### src/design/mpt_pkg.sv
// Shared types and constants for the multimode timer.
`default_nettype none

package mpt_pkg;

    // Timer mode codes; codes above the last one run as pulse.
    typedef enum logic [2:0] {
        MODE_PULSE       = 3'd0,
        MODE_ON_DELAY    = 3'd1,
        MODE_OFF_DELAY   = 3'd2,
        MODE_INTERVAL    = 3'd3,
        MODE_INTERVAL_EN = 3'd4
    } mode_t;

    // Configuration register indexes.
    typedef enum logic [1:0] {
        CFG_TIMER_MODE     = 2'd0,
        CFG_DURATION_MS    = 2'd1,
        CFG_PERIOD_MS      = 2'd2,
        CFG_START_ON_PHASE = 2'd3
    } cfg_index_t;

    // Phase codes reported with every result item.
    typedef enum logic [1:0] {
        PHASE_IDLE = 2'd0,
        PHASE_ON   = 2'd1,
        PHASE_OFF  = 2'd2
    } phase_t;

    localparam int unsigned TIME_W = 32;

    typedef logic [TIME_W-1:0] time_ms_t;

    // Configuration as seen by the timer core.
    typedef struct packed {
        logic [2:0] timer_mode;
        time_ms_t   duration_ms;
        time_ms_t   period_ms;
        logic       start_on_phase;
    } cfg_t;

    // One input item.
    typedef struct packed {
        logic     trigger;
        logic     enable;
        time_ms_t now_ms;
    } sample_t;

    // One result item.
    typedef struct packed {
        logic     output_on;
        logic     running;
        phase_t   phase_code;
        time_ms_t remaining_ms;
        time_ms_t phase_remaining_ms;
    } result_t;

    // Timer channel state carried from item to item.
    typedef struct packed {
        logic     last_trigger;
        logic     output_latch;
        logic     cycle_started;
        logic     in_on_phase;
        time_ms_t phase_start_ms;
    } timer_state_t;

endpackage

`default_nettype wire

### src/design/mpt_cfg_regs.sv
// Configuration register file for the multimode timer.
`default_nettype none

module mpt_cfg_regs (
    input  wire logic                 aclk,
    input  wire logic                 aresetn,
    input  wire logic                 cfg_wr_en,
    input  wire logic [1:0]           cfg_index,
    input  wire logic [31:0]          cfg_wdata,
    output mpt_pkg::cfg_t             cfg
);

    mpt_pkg::cfg_t cfg_reg;
    mpt_pkg::cfg_t cfg_next;

    // Decode the write index and update the addressed register.
    always_comb begin
        cfg_next = cfg_reg;
        if (cfg_wr_en) begin
            case (cfg_index)
                mpt_pkg::CFG_TIMER_MODE:     cfg_next.timer_mode     = cfg_wdata[2:0];
                mpt_pkg::CFG_DURATION_MS:    cfg_next.duration_ms    = cfg_wdata;
                mpt_pkg::CFG_PERIOD_MS:      cfg_next.period_ms      = cfg_wdata;
                mpt_pkg::CFG_START_ON_PHASE: cfg_next.start_on_phase = cfg_wdata[0];
                default:                     cfg_next = cfg_reg;
            endcase
        end
    end

    // All registers reset to zero.
    always_ff @(posedge aclk) begin
        if (!aresetn) begin
            cfg_reg <= '0;
        end else begin
            cfg_reg <= cfg_next;
        end
    end

    assign cfg = cfg_reg;

endmodule

`default_nettype wire

### src/design/mpt_core.sv
// Timer state registers and the single-pass evaluation of one sample.
`default_nettype none

module mpt_core (
    input  wire logic            aclk,
    input  wire logic            aresetn,
    input  wire mpt_pkg::cfg_t    cfg,
    input  wire mpt_pkg::sample_t sample,
    input  wire logic            step,
    output mpt_pkg::result_t     result
);

    mpt_pkg::timer_state_t st_reg;
    mpt_pkg::timer_state_t st_next;

    mpt_pkg::time_ms_t el_base;
    mpt_pkg::time_ms_t off_t;

    // Elapsed time since the phase start, wrapping, and the blinker off time.
    assign el_base = sample.now_ms - st_reg.phase_start_ms;
    assign off_t   = (cfg.period_ms > cfg.duration_ms) ?
                     (cfg.period_ms - cfg.duration_ms) : '0;

    // Evaluate one sample against the current state.
    always_comb begin
        mpt_pkg::time_ms_t el;
        mpt_pkg::time_ms_t rem;
        mpt_pkg::time_ms_t prem;
        logic              run;
        logic              gate;

        st_next = st_reg;
        el      = el_base;
        rem     = '0;
        prem    = '0;
        run     = 1'b0;
        gate    = 1'b1;

        case (cfg.timer_mode)
            mpt_pkg::MODE_ON_DELAY: begin
                if (sample.trigger) begin
                    if (!st_reg.last_trigger) begin
                        st_next.phase_start_ms = sample.now_ms;
                        el = '0;
                    end
                    st_next.output_latch = (el >= cfg.duration_ms);
                    if (!st_next.output_latch) begin
                        rem = cfg.duration_ms - el;
                    end
                    prem = rem;
                    run  = 1'b1;
                end else begin
                    st_next.output_latch   = 1'b0;
                    st_next.phase_start_ms = sample.now_ms;
                end
            end

            mpt_pkg::MODE_OFF_DELAY: begin
                if (sample.trigger) begin
                    st_next.output_latch   = 1'b1;
                    st_next.phase_start_ms = sample.now_ms;
                    run = 1'b1;
                end else begin
                    if (st_reg.last_trigger) begin
                        st_next.phase_start_ms = sample.now_ms;
                        el = '0;
                    end
                    if (el >= cfg.duration_ms) begin
                        st_next.output_latch = 1'b0;
                    end else begin
                        st_next.output_latch = 1'b1;
                        rem  = cfg.duration_ms - el;
                        prem = rem;
                        run  = 1'b1;
                    end
                end
            end

            mpt_pkg::MODE_INTERVAL, mpt_pkg::MODE_INTERVAL_EN: begin
                // The gated form also needs the enable level.
                gate = (cfg.timer_mode == mpt_pkg::MODE_INTERVAL) || sample.enable;
                if (!gate || (cfg.period_ms == '0)) begin
                    st_next.output_latch  = 1'b0;
                    st_next.cycle_started = 1'b0;
                    st_next.in_on_phase   = 1'b0;
                end else begin
                    run = 1'b1;
                    if (!st_reg.cycle_started) begin
                        st_next.cycle_started  = 1'b1;
                        st_next.in_on_phase    = cfg.start_on_phase || (off_t == '0);
                        st_next.phase_start_ms = sample.now_ms;
                        el = '0;
                    end
                    if (st_next.in_on_phase) begin
                        st_next.output_latch = 1'b1;
                        if ((cfg.duration_ms == '0) || (off_t == '0)) begin
                            // Output holds on with no countdown.
                            rem = '0;
                        end else if (el >= cfg.duration_ms) begin
                            st_next.in_on_phase    = 1'b0;
                            st_next.phase_start_ms = sample.now_ms;
                            st_next.output_latch   = 1'b0;
                            prem = off_t;
                        end else begin
                            rem  = cfg.duration_ms - el;
                            prem = rem;
                        end
                    end else begin
                        st_next.output_latch = 1'b0;
                        if ((off_t == '0) || (el >= off_t)) begin
                            st_next.in_on_phase    = 1'b1;
                            st_next.phase_start_ms = sample.now_ms;
                            st_next.output_latch   = 1'b1;
                            rem  = cfg.duration_ms;
                            prem = cfg.duration_ms;
                        end else begin
                            prem = off_t - el;
                        end
                    end
                end
            end

            default: begin
                // Pulse: a rising trigger edge restarts the pulse.
                if (sample.trigger && !st_reg.last_trigger) begin
                    st_next.phase_start_ms = sample.now_ms;
                    st_next.output_latch   = 1'b1;
                    el = '0;
                end
                if (st_next.output_latch) begin
                    if (el >= cfg.duration_ms) begin
                        st_next.output_latch = 1'b0;
                    end else begin
                        rem  = cfg.duration_ms - el;
                        prem = rem;
                    end
                end
                run = st_next.output_latch;
            end
        endcase

        st_next.last_trigger = sample.trigger;

        // Assemble the result item.
        result.output_on          = st_next.output_latch;
        result.running            = run;
        result.remaining_ms       = rem;
        result.phase_remaining_ms = prem;
        if (!run) begin
            result.phase_code = mpt_pkg::PHASE_IDLE;
        end else if (st_next.output_latch) begin
            result.phase_code = mpt_pkg::PHASE_ON;
        end else begin
            result.phase_code = mpt_pkg::PHASE_OFF;
        end
    end

    // State advances only when an item passes through the evaluation.
    always_ff @(posedge aclk) begin
        if (!aresetn) begin
            st_reg <= '0;
        end else if (step) begin
            st_reg <= st_next;
        end
    end

endmodule

`default_nettype wire

### src/design/multimode_plc_timer_top.sv
// Top level of the multimode timer: input register, core evaluation, result register.
`default_nettype none

// One timer channel (pulse, on-delay, off-delay, blinker, gated blinker) that
// evaluates one sample item per clock. An accepted item sits in an input
// register, is evaluated against the channel state in one combinational pass,
// and lands in the result register, and a new item may be taken every cycle.
// The throughput of one item per cycle holds as long as results are taken; a
// stalled result register holds the input register, and ready falls once both
// are full. The channel state is updated as each item leaves the input
// register, so the next item always sees the state its predecessor left.
// Configuration writes take effect on the next cycle and belong in idle
// periods.
module multimode_plc_timer_top (
    input  wire logic        aclk,
    input  wire logic        aresetn,
    // Configuration write port
    input  wire logic        cfg_wr_en,
    input  wire logic [1:0]  cfg_index,
    input  wire logic [31:0] cfg_wdata,
    // Sample input channel
    input  wire logic        s_valid,
    output logic             s_ready,
    input  wire logic        s_trigger,
    input  wire logic        s_enable,
    input  wire logic [31:0] s_now_ms,
    // Result channel
    output logic             m_valid,
    input  wire logic        m_ready,
    output logic             m_output_on,
    output logic             m_running,
    output logic [1:0]       m_phase_state,
    output logic [31:0]      m_remaining_ms,
    output logic [31:0]      m_phase_remaining_ms
);

    mpt_pkg::cfg_t    cfg;
    mpt_pkg::sample_t in_reg;
    mpt_pkg::result_t core_result;
    mpt_pkg::result_t out_reg;

    logic in_valid_reg;
    logic out_valid_reg;
    logic out_free;
    logic advance;
    logic in_load;

    mpt_cfg_regs u_cfg (
        .aclk      (aclk),
        .aresetn   (aresetn),
        .cfg_wr_en (cfg_wr_en),
        .cfg_index (cfg_index),
        .cfg_wdata (cfg_wdata),
        .cfg       (cfg)
    );

    mpt_core u_core (
        .aclk    (aclk),
        .aresetn (aresetn),
        .cfg     (cfg),
        .sample  (in_reg),
        .step    (advance),
        .result  (core_result)
    );

    // Handshake: an item moves forward when the stage ahead is free.
    assign out_free = !out_valid_reg || m_ready;
    assign advance  = in_valid_reg && out_free;
    assign s_ready  = !in_valid_reg || advance;
    assign in_load  = s_valid && s_ready;

    // Valid flags of the two stages.
    always_ff @(posedge aclk) begin
        if (!aresetn) begin
            in_valid_reg  <= 1'b0;
            out_valid_reg <= 1'b0;
        end else begin
            if (s_ready) begin
                in_valid_reg <= s_valid;
            end
            if (out_free) begin
                out_valid_reg <= in_valid_reg;
            end
        end
    end

    // Payload registers.
    always_ff @(posedge aclk) begin
        if (in_load) begin
            in_reg.trigger <= s_trigger;
            in_reg.enable  <= s_enable;
            in_reg.now_ms  <= s_now_ms;
        end
        if (advance) begin
            out_reg <= core_result;
        end
    end

    assign m_valid              = out_valid_reg;
    assign m_output_on          = out_reg.output_on;
    assign m_running            = out_reg.running;
    assign m_phase_state        = out_reg.phase_code;
    assign m_remaining_ms       = out_reg.remaining_ms;
    assign m_phase_remaining_ms = out_reg.phase_remaining_ms;

endmodule

`default_nettype wire
### config.mk
export PLATFORM = sky130hd
export DESIGN_NAME = multimode_plc_timer_top
export DESIGN_NICKNAME = d
export VERILOG_FILES = /design/src/design/mpt_pkg.sv /design/src/design/mpt_cfg_regs.sv /design/src/design/mpt_core.sv /design/src/design/multimode_plc_timer_top.sv
export SDC_FILE = /design/constraint.sdc
export NUM_CORES = 1
export LEC_CHECK = 0
export ABC_AREA = 0
export BUFFER_PORTS_ARGS = -buffer_cell sky130_fd_sc_hd__buf_2
export CAP_MARGIN = 30
export CORE_AREA = 2 2 255 257
export CTS_CLUSTER_SIZE = 8
export DETAILED_ROUTE_END_ITERATION = 6
export DIE_AREA = 0 0 257 259
export GPL_TIMING_DRIVEN = 1
export HOLD_SLACK_MARGIN = 0.12
export PLACE_DENSITY_LB_ADDON = 0.15
export SETUP_SLACK_MARGIN = 0.2
export SLEW_MARGIN = 5
export SYNTH_ARGS = -nofsm -noshare
export SYNTH_HDL_FRONTEND = slang
export SYNTH_SLANG_ARGS = --single-unit
### constraint.sdc
create_clock -name aclk -period 8.2 [get_ports aclk]
set_input_delay 0.82 -clock aclk [delete_from_list [all_inputs] [get_ports aclk]]
set_output_delay 0.82 -clock aclk [all_outputs]
set_load 0.02 [all_outputs]
* Yosys cells after proc, flatten, opt, wreduce, memory -nomap -nowiden
Cells that the tools add are included.
** Storage, ports and cells
- Input bits :: 73
- Register bits :: 208
- Output and inout bits :: 70
- Logic and storage cells :: 130
** Cells by class
- Order comparisons :: 6
- Equality and inequality tests :: 10
- Add/sub/neg operators :: 7
- Mux-type cells :: 61
- Reduce and logical (&&, ||, !) cells :: 27
** Operators with widths (count)
- 2-to-1 mux 32 bit :: 34
- one-hot mux 32 bit (3 select lines) :: 3
- subtractor 32 bit :: 7
- 2-to-1 mux 33 bit :: 5
- >= comparator 32 bit :: 5
- zero test 32 bit :: 3
- 2-to-1 mux 34 bit :: 2
- greater-than comparator 32 bit :: 1
- 2-to-1 mux 1 bit :: 13
- AND reduction 2 bit :: 5
- logical OR 1 bit :: 7
- == test 3 x 2 -> 1 bit (second input constant) :: 2
- one-hot mux 1 bit (3 select lines) :: 2
- AND reduction 5 bit :: 1
- == test 2 bit (second input constant) :: 2
- zero test 1 bit :: 4
- nonzero test 4 bit :: 1
- OR reduction 4 bit :: 1
- == test 3 x 1 -> 1 bit (second input constant) :: 1
- == test 3 bit (second input constant) :: 1
- logical AND 1 bit :: 3
- 2-to-1 mux 3 bit :: 1
- inequality test 3 x 2 -> 1 bit (second input constant) :: 1
- inequality test 3 bit (second input constant) :: 1
- other kinds (5) :: 5

* Depth between registers and ports, before layout
- Depth after elaboration :: 13
- Gate-level depth with buffers :: 32
- Gate-level depth less buffers :: 30

* By module
A second synthesis with hierarchy kept.
** Second synthesis, totals
- Cell total of the unflattened synthesis :: 2855
- Area, all modules :: 22725.5 um2
** Modules (own cells, without submodules)
- mpt_core :: instances 1, seq. area each 720.7 um2, cells each 2485, area each 16952.5 um2
- multimode_plc_timer_top :: instances 1, seq. area each 3103.0 um2, cells each 111, area each 3166.8 um2
- mpt_cfg_regs :: instances 1, seq. area each 1361.3 um2, cells each 259, area each 2606.2 um2

* Worst setup path after synthesis
Ideal clock, no wire load.
- Path type :: register -> register
- Start point :: register in_reg[0] (netlist bit)
- End point :: register out_reg (netlist bit m_phase_remaining_ms[29]) (data pin)
- Buffers on the path :: 2
- Arrival time :: 5.846 ns
- Setup slack :: 2.185 ns
- Library setup time :: 0.169 ns
- Data required time :: 8.031 ns
- Stages on the path, launching flop included :: 30
- Period minus slack after synthesis :: 6.015 ns
- Cells stage by stage :: edfxtp_1 > inv_1 > ha_1 > inv_1 > fa_1 > a21o_1 > a21oi_1 > o21ai_0 > a211oi_1 > o211ai_1 > a211oi_1 > nor3_1 > o221ai_1 > a21boi_0 > o21a_1 > o21ai_1 > nor3_1 > nor4_1 > ha_1 > and2_1 > and2_1 > nand4_1 > o21ai_0 > a21oi_1 > or3b_2 > clkbuf_1 > nor2_1 > clkbuf_1 > a221oi_1 > o31ai_1
** RTL lines
- start, declared :: RTL line multimode_plc_timer_top.sv:38 : mpt_pkg::sample_t in_reg;
- end signal, assigned :: RTL line multimode_plc_timer_top.sv:95 : out_reg <= core_result;
- end, declared :: RTL line multimode_plc_timer_top.sv:40 : mpt_pkg::result_t out_reg;

==> impl_metrics.json <==
{
  "status": "finished clean",
  "report.final.hold_viol_count": 0,
  "mostFrequentLayoutCell": "nand2_1",
  "critPathKind": "reg2reg",
  "grt_start_max_net_pins": 91,
  "path_max_fanout": 23,
  "overflow": 0,
  "setup_ws_ns": 0.879,
  "rows": 93,
  "clock_skew_ns": 0.0299,
  "grt_pass1_wl_mm": 134,
  "synth_xor_area_frac": 0.0719,
  "slew_violations": 0,
  "cap_violations": 0,
  "drt-vias-per-instance": 5.78,
  "syn-num-nets": 3182,
  "die-height_um": 259,
  "htreeDepth": 2,
  "portBuffers": 142,
  "fmax_mhz": 137,
  "synth_edf_count": 102,
  "cp-startpoint": "in_reg[0]$_DFFE_PP_",
  "cp.required_ns": 8.45,
  "final_cell_mix": "nand2_1 (436), a21oi_1 (224), ha_1 (222)",
  "vias": 22400,
  "async_reset_ff_frac": 0,
  "switchingPower_uw": 2450,
  "setup_tns_ns": 0,
  "pre_cts_ws_ns": 0.831,
  "ys_seq_area_frac": 0.235,
  "synth_area_sq_mm": 0.0221,
  "area_delta_synth_final_pct": 13.2,
  "holdCritStartpoint": "s_now_ms[22]",
  "p_clk_frac": 0.246,
  "hpwlAfterDp_mm": 72.6,
  "cts_tree": "built",
  "r2r-start": "in_reg[0]$_DFFE_PP_",
  "clkTransAtPathRegs_ns": 0.05,
  "fin_area_sq_mm": 0.0250,
  "synth-simple-area-share": 0.219,
  "period_needed_ns": 7.32,
  "cp-end-kind": "register",
  "antenna_found_initial": 1,
  "first_iter_violations": 2208,
  "initial_utilization": 0.345,
  "final_nets": 3312,
  "die_area_sq_mm": 0.0666,
  "max-clock-path-buffers": 3,
  "p_sw_frac": 0.446,
  "p_seq_frac": 0.215,
  "synthFlopType": "dfxtp_1",
  "path_delay_family": "compound AO/OA/AOI/OAI gates",
  "rsz0062_at_grt": "no",
  "p_per_area_mw_per_mm2": 219,
  "drt-pass1-iter-count": 7,
  "yosysWarnings": 0,
  "crit_buf_inv": 2,
  "combPwrFrac": 0.539,
  "place_area_sq_mm": 0.0239,
  "synth_top_family_by_area": "compound AO/OA/AOI/OAI gates",
  "cp.arrival_ns": 7.57,
  "cts_root_buf": "clkbuf_16",
  "worstMarginPinSlew_ns": 0.968,
  "setup_viol": 0,
  "synth_compound_area_frac": 0.286,
  "leakagePower_uw": 0.0108,
  "grt_util_all_layers": 0.266,
  "hold_path.class": "in2reg",
  "die_w_um": 257,
  "post_drt_wl_per_cell_um": 23.4,
  "crit_path_top_delay_cell": "a222oi_1",
  "final_layout_size_suffix_gt1_frac": 0.107,
  "holdBufCountCts": 0,
  "core_area_sq_mm": 0.0639,
  "io_pins": 143,
  "clk_latency_ns": 0.57,
  "largest_reg_flops": 68,
  "critPathMostFrequentCell": "a211oi_1",
  "cts_made_buffers": 34,
  "globalplace.congestion": 0.968,
  "dp_cells": 3828,
  "synthCells": 2880,
  "ys_ff_latch": 208,
  "final.fill_count": 6642,
  "wl_mm": 90.9,
  "fin_crit_sh": 0.893,
  "layoutNonFillerInstCount": 3884,
  "synth.distinct_cells": 91,
  "peakVddDrop_mv": 0.139,
  "critPathMaxStageDelay_ns": 0.98,
  "cts_num_sinks": 208,
  "grt_pass1_vias": 21000,
  "maxSlewHeadroom": 0.355,
  "avgSynthCellArea_sq_um": 7.66,
  "drc": 0,
  "p_int_uw": 3040,
  "total_power_uw": 5480,
  "synthAdderAreaFrac": 0.133,
  "synthMuxAreaShare": 0.00459,
  "antenna_left": 0,
  "worst_setup_path_start_kind": "register"
}
## synthesized netlist by cell type, types with 83 or more instances
master | number | area, sq um
a21o_1 | 120 | 901
nand3_1 | 83 | 415
nand2_1 | 436 | 1640
dfxtp_1 | 106 | 2120
clkbuf_1 | 102 | 383
o21ai_0 | 184 | 921
edfxtp_1 | 102 | 3060
inv_1 | 138 | 518
a21oi_1 | 225 | 1130
nor2_1 | 149 | 559
xnor2_1 | 124 | 1090
ha_1 | 222 | 2780
## power by group through the flow
stage | Combinational [uW] | Clock (uW) | Sequential, uW
finish | 2950 | 1350 | 1180
global route | 3200 | 1410 | 1180
CTS | 2900 | 1380 | 1180
detailed placement | 2880 | 0 | 1200
global placement | 2890 | 0 | 1200
floorplan | 2020 | 0 | 1220
## per-layer routing
| layer | vias to the layer above | routed length, um | track usage | share of wire |
|---|---|---|---|---|
| met5 | - | 0 | 0 | 0 |
| met2 | 922 | 38000 | 0.397 | 0.42 |
| met3 | 141 | 6950 | 0.0350 | 0.076 |
| li1 | 10800 | - | - | - |
| met1 | 10600 | 42100 | 0.383 | 0.46 |
| met4 | 0 | 3920 | 0.113 | 0.043 |
## final timing paths
| path | endpoint | slack, ns | cells past startpoint |
|---|---|---|---|
| max | m_remaining_ms[23]$_DFFE_PP_ | 0.88 | 25 |
| min | in_reg[22]$_DFFE_PP_ | 0.42 | 1 |
| max reg2reg | m_remaining_ms[23]$_DFFE_PP_ | 0.88 | 25 |
| min reg2reg | u_core.st_reg[18]$_SDFFE_PN0P_ | 0.45 | 2 |
## stage by stage
step	hold WS [ns]	util
after floorplan	0.436	-
after detailed placement	0.450	0.375
after global placement	0.444	0.374
after global routing	0.417	0.391
after CTS	0.401	0.391
final	0.422	0.391
## kinds of logic (layout without fill, tap and decap cells)
kind of cell               after synthesis  in the layout
AOI/OAI and AO/OA                      958            958
xor gates and xnor gates               181            181
adders and majority gates              230            230
buffers and inverters                  272            420
DFF                                    208            208
muxes                                   10             10
other                                    0              1
and+or+nand+nor                       1021           1021
## worst register-to-register path, cell delays in order, from the launching register on
cell and delay, ns:
edfxtp_1 0.38, inv_1 0.07, ha_1 0.16, inv_1 0.06, fa_1 0.39, a21o_1 0.19
a21oi_1 0.20, o21ai_0 0.13, a211oi_1 0.34, o211ai_1 0.22, a211oi_1 0.41, nor3_1 0.16
o221ai_1 0.26, a21boi_0 0.14, o21a_1 0.20, o21ai_1 0.43, nor3_1 0.11, a211oi_1 0.40
ha_1 0.38, nand3_1 0.14, nor2_1 0.06, and3_1 0.17, a221o_1 0.35, and3_1 0.46
a222oi_1 0.99, o31ai_1 0.18
## final cells by class
cell class              count  area [sq um]  share of cell area
diodes                      1          2.50            0.000100
clock buffers              46           916              0.0367
clock inverters             8           106             0.00426
inverters                 139           522              0.0209
multi-input cells        2400         15800               0.632
flip-flops and latches    208          5180               0.208
well taps                 855          1070              0.0428
repair buffers            227          1390              0.0558
## timing repair
action | 4_1_cts | 5_1_grt
gates resized for setup | 0 | 1
endpoints found under the hold margin | 0 | 0
setup endpoints to repair | 0 | 6
setup buffers | 0 | 0
Note: power is estimated with default switching activity, not from simulation.
